<file path="src/design/fwrc_pkg.sv">
`timescale 1ns / 1ps
// ----------------------------------------------------------------------------
// fwrc_pkg
// Shared types, constants and the rule match function of the rule classifier.
// ----------------------------------------------------------------------------
package fwrc_pkg;

    localparam int MAX_RULES = 64;
    localparam int IDX_W     = (MAX_RULES > 1) ? $clog2(MAX_RULES) : 1;
    localparam int CNT_W     = $clog2(MAX_RULES + 1);
    localparam logic [CNT_W-1:0] CNT_MAX = CNT_W'(MAX_RULES);

    typedef enum logic [1:0] {
        SVC_TCP  = 2'd0,
        SVC_UDP  = 2'd1,
        SVC_ICMP = 2'd2,
        SVC_ANY  = 2'd3
    } t_svc;

    typedef enum logic {
        OP_APPEND = 1'b0,
        OP_CHECK  = 1'b1
    } t_op;

    typedef enum logic [1:0] {
        ST_VERDICT = 2'd0,
        ST_STORED  = 2'd1,
        ST_FULL    = 2'd2
    } t_status;

    // The first member sits in the highest bits, so the order is reversed
    // against the beat layout on the bus.
    typedef struct packed {
        logic        l4_dst_any;
        logic        l4_src_any;
        logic        dst_ip_any;
        logic        src_ip_any;
        logic [15:0] l4_dst;
        logic [15:0] l4_src;
        logic [31:0] dst_ip;
        logic [31:0] src_ip;
        logic        rule_allow;
        t_svc        service;
        logic        direction;
    } t_pkt;

    localparam int PKT_W     = $bits(t_pkt);
    localparam int S_TDATA_W = ((PKT_W + 7) / 8) * 8;
    localparam int M_TDATA_W = 8;
    localparam int STATUS_W  = $bits(t_status);

    typedef enum logic [1:0] {
        S_IDLE,
        S_SCAN,
        S_DONE
    } t_state;

    typedef struct packed {
        logic load;
        logic rd_en;
        logic res_load;
    } t_fwrc_cmd;

    typedef struct packed {
        logic more;
        logic out_free;
    } t_fwrc_sts;

    function automatic logic rule_match(input t_pkt r, input t_pkt p);
        logic use_ports;
        logic base_ok;
        logic port_ok;
        use_ports = (p.service == SVC_TCP) || (p.service == SVC_UDP);
        base_ok   = (r.direction == p.direction)
                  && ((r.service == p.service) || (r.service == SVC_ANY))
                  && ((r.src_ip == p.src_ip) || r.src_ip_any)
                  && ((r.dst_ip == p.dst_ip) || r.dst_ip_any);
        port_ok   = ((r.l4_src == p.l4_src) || r.l4_src_any)
                  && ((r.l4_dst == p.l4_dst) || r.l4_dst_any);
        return base_ok && (!use_ports || port_ok);
    endfunction

endpackage

</file>
<file path="src/design/fwrc_ctrl.sv">
`timescale 1ns / 1ps
// ----------------------------------------------------------------------------
// fwrc_ctrl
// Sequencer: accepts a beat, steps the rule scan and hands the result over.
// ----------------------------------------------------------------------------
module fwrc_ctrl (
    input  logic                i_clk,
    input  logic                i_rst_n,
    input  logic                i_s_axis_tvalid,
    input  logic                i_s_axis_tuser,
    output logic                o_s_axis_tready,
    input  fwrc_pkg::t_fwrc_sts i_sts,
    output fwrc_pkg::t_fwrc_cmd o_cmd
);

    fwrc_pkg::t_state r_state;
    fwrc_pkg::t_state n_state;

    always_ff @(posedge i_clk) begin
        if (!i_rst_n) begin
            r_state <= fwrc_pkg::S_IDLE;
        end else begin
            r_state <= n_state;
        end
    end

    always_comb begin
        n_state = r_state;
        case (r_state)
            fwrc_pkg::S_IDLE: begin
                if (i_s_axis_tvalid) begin
                    if (fwrc_pkg::t_op'(i_s_axis_tuser) == fwrc_pkg::OP_CHECK) begin
                        n_state = fwrc_pkg::S_SCAN;
                    end else begin
                        n_state = fwrc_pkg::S_DONE;
                    end
                end
            end
            fwrc_pkg::S_SCAN: begin
                if (!i_sts.more) begin
                    n_state = fwrc_pkg::S_DONE;
                end
            end
            fwrc_pkg::S_DONE: begin
                if (i_sts.out_free) begin
                    n_state = fwrc_pkg::S_IDLE;
                end
            end
            default: begin
                n_state = fwrc_pkg::S_IDLE;
            end
        endcase
    end

    always_comb begin
        o_cmd           = '0;
        o_s_axis_tready = 1'b0;
        case (r_state)
            fwrc_pkg::S_IDLE: begin
                o_s_axis_tready = 1'b1;
                o_cmd.load      = i_s_axis_tvalid;
            end
            fwrc_pkg::S_SCAN: begin
                o_cmd.rd_en = i_sts.more;
            end
            fwrc_pkg::S_DONE: begin
                o_cmd.res_load = i_sts.out_free;
            end
            default: begin
                o_cmd = '0;
            end
        endcase
    end

endmodule

</file>
<file path="config.mk">
export PLATFORM = sky130hd
export DESIGN_NAME = fwrc_ctrl
export DESIGN_NICKNAME = d
export VERILOG_FILES = /design/src/design/fwrc_pkg.sv /design/src/design/fwrc_ctrl.sv
export SDC_FILE = /design/constraint.sdc
export NUM_CORES = 1
export LEC_CHECK = 0
export BUFFER_PORTS_ARGS = -buffer_cell sky130_fd_sc_hd__clkbuf_2
export CAP_MARGIN = 5
export CORE_AREA = 8 8 45 47
export DETAILED_ROUTE_END_ITERATION = 16
export DIE_AREA = 0 0 53 55
export GPL_TIMING_DRIVEN = 0
export HOLD_SLACK_MARGIN = 0.12
export PLACE_DENSITY = 0.3
export SYNTH_ARGS = -nofsm -noshare
export SYNTH_HDL_FRONTEND = slang
export SYNTH_SLANG_ARGS = --single-unit
</file>
<file path="constraint.sdc">
create_clock -name i_clk -period 0.89 [get_ports i_clk]
set_input_delay 0.1335 -clock i_clk [delete_from_list [all_inputs] [get_ports i_clk]]
set_output_delay 0.1335 -clock i_clk [all_outputs]
set_load 0.05 [all_outputs]
</file>
==> flow_summary.toml <==
[detailed_routing]
vias_per_cell = 3.738
vias = 157
wl_met1_um = 142
wl_per_cell_um = 10.93
dr_wl_met3_um = 102
drc = 0
routed_wl_um = 459
first_iter_violations = 0
dr_wl_met2_um = 214
routed.top_layer = "met3"
ant_nets = 0
firstDrtPassIters = 1

[clock_tree]
htreeDepth = 1
ctsHoldBuffers = 0
root_buffer = "clkbuf_4"
clock_latency_ns = 0.22
clockBufferDepth = 2
cts_tree = "built"
cts_sinks = 2
cts_buffers = 3
path_clk_slew_ns = 0.03

[grt]
overflow = 0
grt_max_degree = 8
grt_pass1_wl_um = 724
track_usage_pct = 4.148
antenna_found_initial = 0
grt_pass1_vias = 174

[finish]
largest_reg_flops = 2
final_cells = 42
syn2layout_area_growth_pct = 145.7
regMostFlops = "r_state"
final_net_count = 34
antenna_cells = 0
top_regs = "r_state x2"
drive_gt1_share_pct = 76.92

[floorplanning]
num_rows = 14
start_util_pct = 8.499
chipWidth_um = 53
die_h_um = 55
dieArea_um2 = 2915
ios = 10
core_um2 = 1384

[synthesis]
synth_most_common_cell = "dfxtp_1"
synth_area_um2 = 117.6
synthArstFlopShare_pct = 0
synthesis.nets = 18
synth_top_area_share_pct = 34.04
synth_ff_type = "dfxtp_1"
yosys-top-cells-area = "dfxtp_1 34%, and4bb_1 11%, and3b_2 8.5%"
synth_seq_cells = 2
synthCells = 12
yosysWarnings = 0
synth_seq_area_share_pct = 34.04
ys_types = 11
syn_avg_cell_area_um2 = 9.801
synth_top_area_cell = "dfxtp_1"
synth-edff-count = 0

[place]
portBuffers = 9
placed_cells = 37
gp_routability_congestion = 0.6380

[timing]
finClkSkew_ns = 0.002284
maxSlewViolCount = 0
tns_ns = -0.9165
finalSetupViolations = 6
setup_ws_ns = -0.2246
period_share_pct = 125.2
finalWorstPathRequiredPeriod_ns = 1.115
worst-slew-pin-transition_ns = 0.1824
rsz0062_at_grt = "yes"
fmax_ghz = 0.8972
relSlewSlack_pct = 87.71
hold_violations = 0

[critical_path]
crit_family = "flip-flops"
critPathMaxFanout = 6
cp_cell_sequence = "and3b_2, buf_8"
crit_path_start_kind = "flip-flop"
critical_path.endpoint_type = "output pin"
crit_buf_inv = 1
critPathSlowestCell = "dfxtp_4"
critical_path_required_ns = 0.76
path_class = "reg2out"
max_stage_delay_ns = 0.35
worstPathArrival_ns = 0.98

[worst_hold_path]
min_path_type = "in2reg"

[pwr]
pwr_density_cell_nw_per_um2 = 1652
vdd_drop_max_mv = 0.4021
power_leakage_nw = 0.1354

[run_status]
status = "finished, violations left"
violations = "negative setup slack"

[run]
maxCapViolations = 0
final timing paths:
kind	endpoint	start	slack, ns	cells after the start
setup reg to reg	r_state[0]	r_state[1]	-0.10	3
hold reg to reg	r_state[1]	r_state[1]	0.58	1
setup / recovery	o_cmd[1]	r_state[1]	-0.22	2
hold / removal	r_state[0]	i_rst_n	0.15	2
cells in the final DEF (no fill, tap or decap), drive strengths merged:
| master | n |
|---|---|
| and4bb | 1 |
| nor2b | 1 |
| dfxtp | 2 |
| and3b | 2 |
| clkbuf | 9 |
| nor3b | 1 |
| o21ai | 1 |
| nor2 | 1 |
| o21a | 1 |
| buf | 5 |
| and2 | 1 |
| o311a | 1 |
metal layers:
metal / global-route usage, % / up-vias
met2: 6.055 / 10
li1: - / 76
met4: 3.879 / 0
met5: 0 / -
met1: 2.273 / 71
met3: 5.615 / 0
cells by family (layout without fill, tap and decap cells):
logic type | after synthesis | after routing | share of synthesized area [%]
compound gates | 3 | 3 | 19.15
buf+inv | 0 | 14 | 0
flops | 2 | 2 | 34.04
simple gates | 7 | 7 | 46.81
final cells by class:
cell class,instances,area [um^2]
multi-input combinational,10,88.84
fill,156,1095
timing repair buffer,11,110.1
clock buffer,3,22.52
tap,16,20.02
sequential,2,47.55
repair_timing:
action / 4_1_cts / 5_1_grt
endpoints found under the setup margin: 5 / 6
buffers inserted: 0 / 2
cloned: 0 / 0
pin swaps: 2 / 3
gates resized for setup: 12 / 3
stage by stage:
stage	hold slack, ns	instance area (um^2)	utilization (%)	power [mW]	setup WS, ns
floorplan	0.2509	130.1	-	0.1962	-0.1772
global placement	0.3783	195.2	14.10	0.2291	-0.1405
detailed placement	0.3759	195.2	14.10	0.2280	-0.1357
CTS	0.1314	270.3	19.53	0.4751	-0.2544
global route	0.1555	289.0	20.89	0.5232	-0.2704
finish	0.1492	289.0	20.89	0.4775	-0.2246
power by group:
group	total, mW	leakage, nW	switching [mW]	internal, mW
Clock	0.198	0.0138	0.0496	0.149
Sequential	0.109	0.0178	0.0121	0.0970
Combinational	0.170	0.104	0.0820	0.0881
No activity file was read; power rests on OpenSTA's default activity.
